File: src/rtl/dual_servo_pulse_generator_defines.svh
// ----------------------------------------------------------------------------
// dual_servo_pulse_generator_defines
// assertion macros shared by the servo pulse generator modules
// ----------------------------------------------------------------------------
`ifndef DUAL_SERVO_PULSE_GENERATOR_DEFINES_SVH
`define DUAL_SERVO_PULSE_GENERATOR_DEFINES_SVH

// same-cycle implication, idle during reset
`define DSPG_ASSERT_NOW(label, clk, rst_n, ante, cons, msg) \
	label: assert property (@(posedge clk) disable iff (!(rst_n)) (ante) |-> (cons)) \
		else $error(msg);

// next-cycle implication, idle during reset
`define DSPG_ASSERT_NEXT(label, clk, rst_n, ante, cons, msg) \
	label: assert property (@(posedge clk) disable iff (!(rst_n)) (ante) |=> (cons)) \
		else $error(msg);

`endif

File: src/rtl/dspg_pkg.sv
// ----------------------------------------------------------------------------
// dspg_pkg
// types and constants of the dual servo pulse generator
// ----------------------------------------------------------------------------
`default_nettype none

package dspg_pkg;

	localparam int NUM_REGS = 7;

	// request codes
	localparam logic [1:0] REQ_TICK  = 2'd0;
	localparam logic [1:0] REQ_WRITE = 2'd1;
	localparam logic [1:0] REQ_READ  = 2'd2;

	// register indexes
	localparam logic [2:0] REG_CTRL  = 3'd0;
	localparam logic [2:0] REG_POS_A = 3'd1;
	localparam logic [2:0] REG_POS_B = 3'd2;
	localparam logic [2:0] REG_MIN_A = 3'd3;
	localparam logic [2:0] REG_MAX_A = 3'd4;
	localparam logic [2:0] REG_MIN_B = 3'd5;
	localparam logic [2:0] REG_MAX_B = 3'd6;

	// configuration indexes
	localparam logic CFG_PERIOD = 1'b0;
	localparam logic CFG_BASE   = 1'b1;

	localparam logic [7:0] CTRL_MASK  = 8'h87;
	localparam int         SAVE_BIT   = 7;
	localparam int         LASER_BIT  = 2;
	localparam logic [7:0] MIN_FLOOR  = 8'd2;

	localparam logic [11:0] PERIOD_RST = 12'd1264;
	localparam logic [9:0]  BASE_RST   = 10'd64;

	typedef logic [7:0] reg_byte_t;
	typedef reg_byte_t [NUM_REGS-1:0] reg_file_t;

	localparam reg_file_t REGS_RST = {8'd255, 8'd2, 8'd255, 8'd2, 8'd128, 8'd128, 8'd0};

	// timer control from the register file
	typedef struct packed {
		logic       tick;
		logic       wr;
		logic [1:0] en;
		logic [7:0] cmp_a;
		logic [7:0] cmp_b;
	} tmr_ctl_t;

endpackage

`default_nettype wire

File: src/rtl/dspg_regfile.sv
// ----------------------------------------------------------------------------
// dspg_regfile
// byte register file, compare value scaling, laser and save logic
// ----------------------------------------------------------------------------
`default_nettype none
`include "dual_servo_pulse_generator_defines.svh"

module dspg_regfile (
	input  wire logic              clk,
	input  wire logic              arst_n,
	input  wire logic              fire,
	input  wire logic [1:0]        req,
	input  wire logic [2:0]        addr,
	input  wire logic [7:0]        data,
	output dspg_pkg::tmr_ctl_t     tmr_ctl,
	output logic                   laser_next,
	output logic [7:0]             rd_data,
	output logic                   save
);

	dspg_pkg::reg_file_t regs_q;
	dspg_pkg::reg_file_t regs_new;
	logic [7:0]          cmp_a_q;
	logic [7:0]          cmp_b_q;
	logic                laser_q;
	logic                wr;
	logic [7:0]          ctl_new;
	logic [7:0]          scaled_a;
	logic [7:0]          scaled_b;

	function automatic logic [7:0] scale_pos(input logic [7:0] lo, input logic [7:0] hi,
		input logic [7:0] pos);
		logic signed [8:0]  diff;
		logic signed [17:0] prod;
		logic [9:0]         sum;
		diff = $signed({1'b0, hi}) - $signed({1'b0, lo});
		prod = diff * $signed({1'b0, pos});
		sum  = {2'b00, lo} + prod[17:8];
		return sum[7:0];
	endfunction

	assign wr      = fire && (req == dspg_pkg::REQ_WRITE);
	assign ctl_new = (addr == dspg_pkg::REG_CTRL) ? (data & dspg_pkg::CTRL_MASK) : regs_q[0];

	always_comb begin
		regs_new = regs_q;
		for (int i = 0; i < dspg_pkg::NUM_REGS; i++) begin
			if (addr == 3'(i)) begin
				if (3'(i) == dspg_pkg::REG_CTRL) begin
					regs_new[i] = ctl_new & ~(8'd1 << dspg_pkg::SAVE_BIT);
				end else if (3'(i) >= dspg_pkg::REG_MIN_A && data < dspg_pkg::MIN_FLOOR) begin
					regs_new[i] = dspg_pkg::MIN_FLOOR;
				end else begin
					regs_new[i] = data;
				end
			end
		end
	end

	assign scaled_a = scale_pos(regs_new[dspg_pkg::REG_MIN_A], regs_new[dspg_pkg::REG_MAX_A],
		regs_new[dspg_pkg::REG_POS_A]);
	assign scaled_b = scale_pos(regs_new[dspg_pkg::REG_MIN_B], regs_new[dspg_pkg::REG_MAX_B],
		regs_new[dspg_pkg::REG_POS_B]);

	always_ff @(posedge clk or negedge arst_n) begin
		if (!arst_n) begin
			regs_q  <= dspg_pkg::REGS_RST;
			cmp_a_q <= '0;
			cmp_b_q <= '0;
			laser_q <= 1'b0;
		end else if (wr) begin
			regs_q  <= regs_new;
			laser_q <= ctl_new[dspg_pkg::LASER_BIT];
			if (ctl_new[0]) begin
				cmp_a_q <= scaled_a;
			end
			if (ctl_new[1]) begin
				cmp_b_q <= scaled_b;
			end
		end
	end

	always_comb begin
		tmr_ctl.tick  = fire && (req == dspg_pkg::REQ_TICK);
		tmr_ctl.wr    = wr;
		tmr_ctl.en    = wr ? ctl_new[1:0] : regs_q[0][1:0];
		tmr_ctl.cmp_a = cmp_a_q;
		tmr_ctl.cmp_b = cmp_b_q;
	end

	assign laser_next = wr ? ctl_new[dspg_pkg::LASER_BIT] : laser_q;
	assign save       = wr && (addr == dspg_pkg::REG_CTRL) && data[dspg_pkg::SAVE_BIT];
	assign rd_data    = (req == dspg_pkg::REQ_READ && addr <= dspg_pkg::REG_MAX_B) ?
		regs_q[addr] : 8'd0;

	`DSPG_ASSERT_NOW(a_save_bit_clear, clk, arst_n, 1'b1, !regs_q[0][dspg_pkg::SAVE_BIT], "save bit stored")
	`DSPG_ASSERT_NOW(a_min_floor, clk, arst_n, 1'b1, (regs_q[3] >= dspg_pkg::MIN_FLOOR) && (regs_q[4] >= dspg_pkg::MIN_FLOOR) && (regs_q[5] >= dspg_pkg::MIN_FLOOR) && (regs_q[6] >= dspg_pkg::MIN_FLOOR), "min or max below floor")

endmodule

`default_nettype wire

File: src/rtl/dspg_timer.sv
// ----------------------------------------------------------------------------
// dspg_timer
// period counter and pulse pin levels, period and base configuration
// ----------------------------------------------------------------------------
`default_nettype none
`include "dual_servo_pulse_generator_defines.svh"

module dspg_timer (
	input  wire logic               clk,
	input  wire logic               arst_n,
	input  wire logic               cfg_we,
	input  wire logic               cfg_index,
	input  wire logic [11:0]        cfg_data,
	input  wire dspg_pkg::tmr_ctl_t tmr_ctl,
	output logic [1:0]              pins_next
);

	logic [11:0] period_q;
	logic [9:0]  base_q;
	logic [11:0] cnt_q;
	logic [11:0] cnt_next;
	logic [1:0]  pin_q;
	logic [10:0] fall_a;
	logic [10:0] fall_b;
	logic [12:0] cnt_inc;

	always_ff @(posedge clk or negedge arst_n) begin
		if (!arst_n) begin
			period_q <= dspg_pkg::PERIOD_RST;
			base_q   <= dspg_pkg::BASE_RST;
		end else if (cfg_we) begin
			if (cfg_index == dspg_pkg::CFG_PERIOD) begin
				period_q <= cfg_data;
			end else begin
				base_q <= cfg_data[9:0];
			end
		end
	end

	assign fall_a  = {1'b0, base_q} + {3'b000, tmr_ctl.cmp_a};
	assign fall_b  = {1'b0, base_q} + {3'b000, tmr_ctl.cmp_b};
	assign cnt_inc = {1'b0, cnt_q} + 13'd1;

	always_comb begin
		pins_next = pin_q;
		cnt_next  = cnt_q;
		if (tmr_ctl.tick) begin
			if (cnt_q == '0) begin
				pins_next = pins_next | tmr_ctl.en;
			end
			if (cnt_q == {1'b0, fall_a}) begin
				pins_next[0] = 1'b0;
			end
			if (cnt_q == {1'b0, fall_b}) begin
				pins_next[1] = 1'b0;
			end
			cnt_next = (cnt_inc >= {1'b0, period_q}) ? '0 : cnt_inc[11:0];
		end else if (tmr_ctl.wr) begin
			pins_next = pin_q & tmr_ctl.en;
		end
	end

	always_ff @(posedge clk or negedge arst_n) begin
		if (!arst_n) begin
			cnt_q <= '0;
			pin_q <= '0;
		end else begin
			cnt_q <= cnt_next;
			pin_q <= pins_next;
		end
	end

	`DSPG_ASSERT_NEXT(a_disable_drops_a, clk, arst_n, tmr_ctl.wr && !tmr_ctl.en[0], !pin_q[0], "pin a high after disable")
	`DSPG_ASSERT_NEXT(a_disable_drops_b, clk, arst_n, tmr_ctl.wr && !tmr_ctl.en[1], !pin_q[1], "pin b high after disable")

endmodule

`default_nettype wire

File: src/rtl/dual_servo_pulse_generator.sv
// ----------------------------------------------------------------------------
// dual_servo_pulse_generator
// two-channel servo pulse generator behind a byte register file
// ----------------------------------------------------------------------------
// channel   direction  handshake          payload
// in        input      in_valid/in_stall  req_type, reg_addr, write_data
// out       output     out_valid/out_stall pin_a, pin_b, laser_enable, read_data, save_pulse
// cfg       input      cfg_we             cfg_index, cfg_data
//
// one word per cycle sustained while out_stall is low; a word waits in the input register,
// its result in the result register; these two bound the single logic stage
// reset clears the control state to its defaults at once; no clearing pass;
// the stage and result data registers are not reset; a stalled result holds the stage;
// the input stalls only when both are full and the result is stalled
// ----------------------------------------------------------------------------
`default_nettype none
`include "dual_servo_pulse_generator_defines.svh"

module dual_servo_pulse_generator (
	input  wire logic        clk,
	input  wire logic        arst_n,
	input  wire logic        cfg_we,
	input  wire logic        cfg_index,
	input  wire logic [11:0] cfg_data,
	input  wire logic        in_valid,
	output logic             in_stall,
	input  wire logic [1:0]  req_type,
	input  wire logic [2:0]  reg_addr,
	input  wire logic [7:0]  write_data,
	output logic             out_valid,
	input  wire logic        out_stall,
	output logic             pin_a,
	output logic             pin_b,
	output logic             laser_enable,
	output logic [7:0]       read_data,
	output logic             save_pulse
);

	logic               valid_s1;
	logic [1:0]         req_s1;
	logic [2:0]         addr_s1;
	logic [7:0]         data_s1;
	logic               out_valid_q;
	logic [1:0]         pins_q;
	logic               laser_q;
	logic [7:0]         rd_q;
	logic               save_q;
	logic               adv;
	logic               accept;
	dspg_pkg::tmr_ctl_t tmr_ctl;
	logic [1:0]         pins_next;
	logic               laser_next;
	logic [7:0]         rd_data;
	logic               save;

	assign adv      = valid_s1 && (!out_valid_q || !out_stall);
	assign in_stall = valid_s1 && !adv;
	assign accept   = in_valid && !in_stall;

	always_ff @(posedge clk or negedge arst_n) begin
		if (!arst_n) begin
			valid_s1    <= 1'b0;
			out_valid_q <= 1'b0;
		end else begin
			if (accept) begin
				valid_s1 <= 1'b1;
			end else if (adv) begin
				valid_s1 <= 1'b0;
			end
			if (adv) begin
				out_valid_q <= 1'b1;
			end else if (!out_stall) begin
				out_valid_q <= 1'b0;
			end
		end
	end

	always_ff @(posedge clk) begin
		if (accept) begin
			req_s1  <= req_type;
			addr_s1 <= reg_addr;
			data_s1 <= write_data;
		end
		if (adv) begin
			pins_q  <= pins_next;
			laser_q <= laser_next;
			rd_q    <= rd_data;
			save_q  <= save;
		end
	end

	dspg_regfile u_regfile (
		.clk        (clk),
		.arst_n     (arst_n),
		.fire       (adv),
		.req        (req_s1),
		.addr       (addr_s1),
		.data       (data_s1),
		.tmr_ctl    (tmr_ctl),
		.laser_next (laser_next),
		.rd_data    (rd_data),
		.save       (save)
	);

	dspg_timer u_timer (
		.clk       (clk),
		.arst_n    (arst_n),
		.cfg_we    (cfg_we),
		.cfg_index (cfg_index),
		.cfg_data  (cfg_data),
		.tmr_ctl   (tmr_ctl),
		.pins_next (pins_next)
	);

	assign out_valid    = out_valid_q;
	assign pin_a        = pins_q[0];
	assign pin_b        = pins_q[1];
	assign laser_enable = laser_q;
	assign read_data    = rd_q;
	assign save_pulse   = save_q;

	`DSPG_ASSERT_NOW(a_empty_no_stall, clk, arst_n, !valid_s1, !in_stall,
		"stall with empty stage")
	`DSPG_ASSERT_NOW(a_save_no_read, clk, arst_n, out_valid && save_pulse, read_data == 8'd0,
		"save word carries read data")

endmodule

`default_nettype wire
File: config.mk
export PLATFORM = sky130hd
export DESIGN_NAME = dual_servo_pulse_generator
export DESIGN_NICKNAME = d
export VERILOG_FILES = /design/src/rtl/dspg_pkg.sv /design/src/rtl/dspg_regfile.sv /design/src/rtl/dspg_timer.sv /design/src/rtl/dual_servo_pulse_generator.sv
export VERILOG_INCLUDE_DIRS = /design/src /design/src/rtl
export SDC_FILE = /design/constraint.sdc
export NUM_CORES = 1
export LEC_CHECK = 0
export BUFFER_PORTS_ARGS = -buffer_cell sky130_fd_sc_hd__clkbuf_2
export CAP_MARGIN = 25
export CORE_UTILIZATION = 50
export CTS_BUF_LIST = sky130_fd_sc_hd__clkbuf_8 sky130_fd_sc_hd__clkbuf_16
export DETAILED_ROUTE_END_ITERATION = 7
export PLACE_DENSITY = 0.66
export SYNTH_ARGS = -nofsm -noshare
export SYNTH_HDL_FRONTEND = slang
export SYNTH_HIERARCHICAL = 1
export SYNTH_SLANG_ARGS = --single-unit
File: constraint.sdc
create_clock -name clk -period 9.7 [get_ports clk]
set_clock_uncertainty 0.2 [all_clocks]
set_input_delay 0.97 -clock clk [delete_from_list [all_inputs] [get_ports clk]]
set_output_delay 0.97 -clock clk [all_outputs]
set_load 0.02 [all_outputs]
==> PnR_summary.wiki, run 1 <==
{| class="wikitable"
! Metric !! Value
|-
| Run status || completed
|-
| Most common library cell in the layout ignoring fill and taps || nand2_1
|-
| Gp weighted congestion || 0.908
|-
| Antenna-violating nets left || 0
|-
| Cell type of the slowest stage on the worst timing path || o21ai_0
|-
| FFs w/ async S/R, synth || 80.9%
|-
| Antenna Diode Count || 0
|-
| First-pass GRT wire length || 54700 um
|-
| EDFF count, synth || 25
|-
| Number of DRC markers after the initial detailed-route iteration || 678
|-
| Min-Delay Path Class || flop to flop
|-
| Number of top-level pins || 45
|-
| Highest net fanout along the worst path || 7
|-
| Number of instances in the synthesized netlist || 1503
|-
| Average footprint of a synthesized cell || 9.09 um2
|-
| Vias in the first global route || 10.7k
|-
| Die ar. || 0.0280 mm2
|-
| Clock Path Buffers || 2
|-
| Pin count of the biggest net entering global routing || 78
|-
| Count of state elements after synthesis || 131
|-
| Via count || 10.6k
|-
| Crit Path Category || flop to flop
|-
| Tmin final || 9240 ps
|-
| CTS clk-pin slew, worst paths || 60 ps
|-
| Count of distinct cell types in the synthesized netlist || 83
|-
| Die H || 167 um
|-
| Fmax || 108 MHz
|-
| Post-CTS Repair Setup Buffers || 0
|-
| RSZ-0062 raised after global routing || true
|-
| Non-filler cells in the finished layout || 1890
|-
| Number of clock sinks seen by CTS || 131
|-
| Number of CTS-inserted buffers || 17
|-
| Worst Hold Depth || 2
|-
| Cell area after placement || 0.0143 mm2
|-
| Slew headroom || 38.2%
|-
| Average detailed-routed wire length per instance || 17.5 um
|-
| Syn. warnings || 6
|-
| Most frequent cells in the layout || 207 x nand2_1, 201 x inv_1, 114 x nor2_1, 114 x fa_1, 106 x ha_1
|-
| DRT Wirelength || 33100 um
|-
| Critical path required time || 9790 ps
|-
| Post-DP HPWL || 26200 um
|-
| Post-route clock period utilization || 95.3%
|-
| Worst R2R Path Depth || 35
|-
| Number of remaining DRC errors || 0
|-
| Final design instance area without fill || 0.0150 mm2
|-
| Capturing element type of the critical path || flop
|-
| Port-buffer cells || 44
|-
| Total standard cell area after synthesis || 0.0137 mm2
|-
| CTS tree || yes
|-
| Final setup vio count || 0
|-
| Number of antenna violations at the first check in global routing || 0
|-
| Max capacitance violation total || 0
|-
| Worst Path Arrival || 9340 ps
|-
| Fin. Hold Viols || 0
|-
| Largest stage delay on the critical path || 530 ps
|-
| Clock Latency Late Sink || 430 ps
|-
| All-layer global routing usage || 24.9%
|-
| Part of the Yosys area used for sequential elements || 25.1%
|-
| Congestion Overflow GR || 0
|-
| Hold Path End || u_regfile/regs_q[49]$_DFFE_PN1P_
|-
| Final slew viol count || 0
|-
| Crit Reg-Reg Endpoint || u_regfile/cmp_b_q[7]$_DFFE_PN0P_
|-
| Chip width || 167 um
|-
| Ratio of cells with drive above 1 in the final layout || 13.3%
|-
| Layout Area Growth over Synthesis || 9.78%
|-
| Critical Path Source || data_s1[6]$_DFFE_PP_
|-
| Transition time at the pin with the least slew margin || 928 ps
|-
| Effective utilization at floorplan || 50.9%
|-
| Main flop type after synthesis || dfrtp_1
|-
| Maximum level of the CTS H-tree || 4
|-
| Type of element launching the critical path || flop
|-
| Core Region || 0.0269 mm2
|-
| Min-delay src || u_regfile/regs_q[49]$_DFFE_PN1P_
|-
| Placed instance count || 1857
|-
| Library cell used as clock root buffer || clkbuf_16
|-
| Average via count per standard cell || 5.59
|-
| Post-Synthesis Net Count || 1754
|-
| Slack of the worst reg-to-reg path || 460 ps
|-
| First-pass iteration count of the detailed router || 5
|-
| Num rows || 60
|-
| Total number of nets in the final design || 1787
|-
| Total negative slack || 0 ps
|-
| Worst reg2reg path startpoint || data_s1[6]$_DFFE_PP_
|}
-- routing by layer --
metal | up-vias | GRT usage, % | share of wire, %
li1 | 5039 | - | -
met1 | 5214 | 33.5 | 45
met2 | 273 | 41.8 | 48
met3 | 37 | 3.99 | 5.1
met4 | 0 | 6.42 | 1.5
met5 | - | 0 | 0
-- worst max-delay path, delay by kind of cell (launching register included) --
family	cells	cell delay, ps
compound gates	12	2840
xor+xnor	3	830
fa+ha+maj	8	3240
buf+inv	4	260
flops	1	490
simple gates	8	1260
-- sequential cells by signal, summed over array words and instances, names as in the netlist, 2 cells and up --
register           flops
addr_s1                3
u_timer/cnt_q         12
pins_q                 2
data_s1                8
read_data              8
u_timer/base_q        10
u_timer/period_q      12
u_regfile/cmp_b_q      8
req_s1                 2
u_regfile/regs_q      51
u_regfile/cmp_a_q      8
u_timer/pin_q          2
-- Yosys cell counts (7+ instances only) --
library cell / number / area share, %
ha_1: 106 / 9.7
and2_1: 10 / 0.46
nor3_1: 18 / 0.66
nor2_1: 115 / 3.2
mux2_2: 48 / 4.0
inv_1: 199 / 5.5
a31oi_1: 14 / 0.64
nand3_1: 29 / 1.1
a21oi_1: 49 / 1.8
nand2_1: 207 / 5.7
and3_1: 11 / 0.50
xnor2_1: 70 / 4.5
a211oi_1: 8 / 0.44
xor2_1: 32 / 2.1
dfstp_2: 26 / 5.0
nand2b_1: 12 / 0.55
a21o_1: 19 / 1.0
edfxtp_1: 25 / 5.5
mux2i_1: 42 / 3.1
buf_2: 10 / 0.37
o21ai_0: 76 / 2.8
fa_1: 114 / 17
clkbuf_1: 37 / 1.0
nor2b_1: 19 / 0.87
dfrtp_1: 80 / 15
nand4_1: 7 / 0.32
-- kinds of logic (layout without fill, tap and decap cells) --
logic type | Yosys count | in the layout | synth area share, %
flip-flops | 131 | 131 | 25.1
buffers and inverters | 255 | 301 | 7.31
XOR/XNOR | 105 | 105 | 6.99
AND/OR/NAND/NOR | 462 | 462 | 15.3
adder cells (fa/ha/maj) | 224 | 224 | 26.7
multiplexers | 95 | 95 | 7.80
AO/OA/AOI/OAI | 231 | 231 | 10.7
-- how the worst max path moves through the flow --
stage / end / slack, ps / depth (start not counted)
after floorplan: u_regfile/cmp_a_q[7]$_DFFE_PN0P_ / 800 / 40
after global placement: u_regfile/cmp_a_q[7]$_DFFE_PN0P_ / 390 / 38
after detailed placement: u_regfile/cmp_a_q[7]$_DFFE_PN0P_ / 180 / 38
after CTS: u_regfile/cmp_a_q[7]$_DFFE_PN0P_ / 170 / 38
after global routing: u_regfile/cmp_b_q[7]$_DFFE_PN0P_ / -3 / 35
final: u_regfile/cmp_b_q[7]$_DFFE_PN0P_ / 460 / 35
-- final cells by class --
| cell class | instances | area (um2) |
|---|---|---|
| clock buffer | 17 | 425 |
| clock inverter | 15 | 264 |
| fill | 2419 | 11900 |
| inverter | 199 | 747 |
| multi-input combinational | 1117 | 9270 |
| sequential | 131 | 3440 |
| tap | 341 | 427 |
| timing repair buffer | 70 | 438 |
-- metrics by stage --
stage | utilization, % | hold slack [ps] | worst slack (ps)
2_1_floorplan | - | 244 | 804
6_report | 55.8 | 281 | 456
4_1_cts | 55.6 | 278 | 166
3_5_place_dp | 53.1 | 266 | 176
5_1_grt | 55.8 | 299 | -3.10
3_3_place_gp | 53.1 | 255 | 389
-- what timing repair did --
item | in CTS | in global routing
resized for setup | 0 | 7
hold buffers | 0 | 0
setup endpoints to repair | 0 | 8
Power of run 1 is not shown: default switching activity piles up to over one toggle a cycle in this logic, so the estimate is an artifact.
==> run 2: changes to the inputs <==
--- a/config.mk
+++ b/config.mk
@@ -8,10 +8,12 @@
 export LEC_CHECK = 0
 export BUFFER_PORTS_ARGS = -buffer_cell sky130_fd_sc_hd__clkbuf_2
 export CAP_MARGIN = 25
-export CORE_UTILIZATION = 50
+export CORE_UTILIZATION = 55
 export CTS_BUF_LIST = sky130_fd_sc_hd__clkbuf_8 sky130_fd_sc_hd__clkbuf_16
 export DETAILED_ROUTE_END_ITERATION = 7
-export PLACE_DENSITY = 0.66
+export MAX_ROUTING_LAYER = met4
+export PLACE_DENSITY = 0.72
+export SKIP_CTS_REPAIR_TIMING = 1
 export SYNTH_ARGS = -nofsm -noshare
 export SYNTH_HDL_FRONTEND = slang
 export SYNTH_HIERARCHICAL = 1
==> PnR_summary.wiki, run 2 (synthesized netlist as in run 1, its figures left out) <==
{| class="wikitable"
! Metric !! Value
|-
| Ratio of cells with drive above 1 in the final layout || 13.8% (was 13.3%)
|-
| Number of top-level pins || 45 (unchanged)
|-
| Via count || 10.7k (was 10.6k)
|-
| Total negative slack || 0 ps (unchanged)
|-
| Capturing element type of the critical path || flop (unchanged)
|-
| Antenna-violating nets left || 0 (unchanged)
|-
| Most common library cell in the layout ignoring fill and taps || nand2_1 (unchanged)
|-
| Effective utilization at floorplan || 56.2% (was 50.9%)
|-
| Pin count of the biggest net entering global routing || 78 (unchanged)
|-
| Count of fill cells added during filler insertion || 2020 (was 2419)
|-
| Library cell used as clock root buffer || clkbuf_16 (unchanged)
|-
| Vias in the first global route || 10.9k (was 10.7k)
|-
| Min-delay src || u_regfile/regs_q[50]$_DFFE_PN1P_ (was u_regfile/regs_q[49]$_DFFE_PN1P_)
|-
| Non-filler cells in the finished layout || 1875 (was 1890)
|-
| Total number of nets in the final design || 1789 (was 1787)
|-
| Post-route clock period utilization || 94.2% (was 95.3%)
|-
| DRT Wirelength || 33000 um (was 33100 um)
|-
| Core Region || 0.0243 mm2 (was 0.0269 mm2)
|-
| Clock Path Buffers || 2 (unchanged)
|-
| Final setup vio count || 0 (unchanged)
|-
| Antenna Diode Count || 0 (unchanged)
|-
| Die ar. || 0.0255 mm2 (was 0.0280 mm2)
|-
| Gp weighted congestion || 0.930 (was 0.908)
|-
| CTS clk-pin slew, worst paths || 60 ps (about the same)
|-
| Worst Path Arrival || 9230 ps (was 9340 ps)
|-
| Layout Area Growth over Synthesis || 9.16% (was 9.78%)
|-
| Cell type of the slowest stage on the worst timing path || edfxtp_1 (was o21ai_0)
|-
| Number of antenna violations at the first check in global routing || 0 (unchanged)
|-
| Average detailed-routed wire length per instance || 17.6 um (was 17.5 um)
|-
| Min-Delay Path Class || flop to flop (unchanged)
|-
| Num rows || 57 (was 60)
|-
| All-layer global routing usage || 28.1% (was 24.9%)
|-
| Most frequent cells in the layout || 206 x nand2_1, 200 x inv_1, 114 x nor2_1, 114 x fa_1, 106 x ha_1 (was 207 x nand2_1, 201 x inv_1, 114 x nor2_1, 114 x fa_1, 106 x ha_1)
|-
| Average via count per standard cell || 5.70 (was 5.59)
|-
| Largest register FFs || 51 (unchanged)
|-
| Fmax || 109 MHz (was 108 MHz)
|-
| RSZ-0062 raised after global routing || false (was true)
|-
| Registers with the highest flip-flop counts || u_regfile/regs_q: 51 flops, u_timer/cnt_q: 12 flops, u_timer/period_q: 12 flops (unchanged)
|-
| Critical Path Source || addr_s1[2]$_DFFE_PP_ (was data_s1[6]$_DFFE_PP_)
|-
| Tmin final || 9130 ps (was 9240 ps)
|-
| Congestion Overflow GR || 0 (unchanged)
|-
| Fin. Hold Viols || 0 (unchanged)
|-
| Number of clock sinks seen by CTS || 131 (unchanged)
|-
| Most flop-heavy register || u_regfile/regs_q (unchanged)
|-
| Critical path required time || 9800 ps (was 9790 ps)
|-
| Number of DRC markers after the initial detailed-route iteration || 720 (was 678)
|-
| Number of remaining DRC errors || 0 (unchanged)
|-
| Number of CTS-inserted buffers || 17 (unchanged)
|-
| Max capacitance violation total || 0 (unchanged)
|-
| Final slew viol count || 0 (unchanged)
|-
| Maximum level of the CTS H-tree || 4 (unchanged)
|-
| Chip width || 160 um (was 167 um)
|-
| First-pass GRT wire length || 55100 um (was 54700 um)
|-
| Clock Latency Late Sink || 430 ps (about the same)
|-
| First-pass iteration count of the detailed router || 5 (unchanged)
|-
| CTS tree || yes (unchanged)
|-
| Transition time at the pin with the least slew margin || 1020 ps (was 928 ps)
|-
| Post-DP HPWL || 25600 um (was 26200 um)
|-
| Type of element launching the critical path || flop (unchanged)
|-
| Placed instance count || 1838 (was 1857)
|-
| Port-buffer cells || 44 (unchanged)
|-
| Slew headroom || 31.1% (was 38.2%)
|-
| Worst reg2reg path startpoint || addr_s1[2]$_DFFE_PP_ (was data_s1[6]$_DFFE_PP_)
|-
| Crit Path Category || flop to flop (unchanged)
|-
| Largest stage delay on the critical path || 560 ps (was 530 ps)
|-
| Highest net fanout along the worst path || 19 (was 7)
|-
| Die H || 160 um (was 167 um)
|-
| Run status || completed (unchanged)
|}
-- run 2: worst paths after layout --
check,to,slack (ps),depth (start not counted)
min in group asynchronous,u_timer/cnt_q[10]$_DFFE_PN0P_,290,1
max in group asynchronous,u_regfile/regs_q[43]$_DFFE_PN0P_,7700,2
worst min-delay path,u_regfile/regs_q[50]$_DFFE_PN1P_,270,2
worst max-delay path,u_regfile/cmp_b_q[7]$_DFFE_PN0P_,570,32
worst min register to register,u_regfile/regs_q[50]$_DFFE_PN1P_,270,2
worst max register to register,u_regfile/cmp_b_q[7]$_DFFE_PN0P_,570,32
-- run 2: layer usage --
metal  vias to the layer above  GRT usage (%)  share of wire (%)
met5                         -              -                  0
met4                         0           8.13                2.3
met3                        58           3.69                5.6
met2                       327           45.5                 48
met1                      5244           36.9                 44
li1                       5052              -                  -
-- run 2: critical path, delay by kind of cell, from the launching register on --
kind                     cells  cell delay [ps]
AO/OA/AOI/OAI               13             2870
buffers and inverters        4              670
adder cells (fa/ha/maj)      9             3200
flip-flops                   1              560
AND/OR/NAND/NOR              4              800
XOR/XNOR                     2              710
-- run 2: final cells by class --
class,count,area [um2],share of cell area [%]
clock buffers,19,475,3.19
clock inverters,13,121,0.813
inverters,199,747,5.01
multi-input cells,1117,9300,62.3
flip-flops and latches,131,3440,23.0
well taps,324,405,2.72
repair buffers,72,433,2.90
-- run 2: stage by stage --
step | cell area, um2 | setup WS (ps) | hold slack [ps] | util (%)
6_report | 14900 | 567 | 270 | 61.3
5_1_grt | 14900 | 5.01 | 296 | 61.3
4_1_cts | 14800 | -27.3 | 268 | 60.9
3_5_place_dp | 14200 | 132 | 260 | 58.5
3_3_place_gp | 14200 | 398 | 259 | 58.5
2_1_floorplan | 13700 | 804 | 244 | -
Power of run 2 is left out for the same reason.
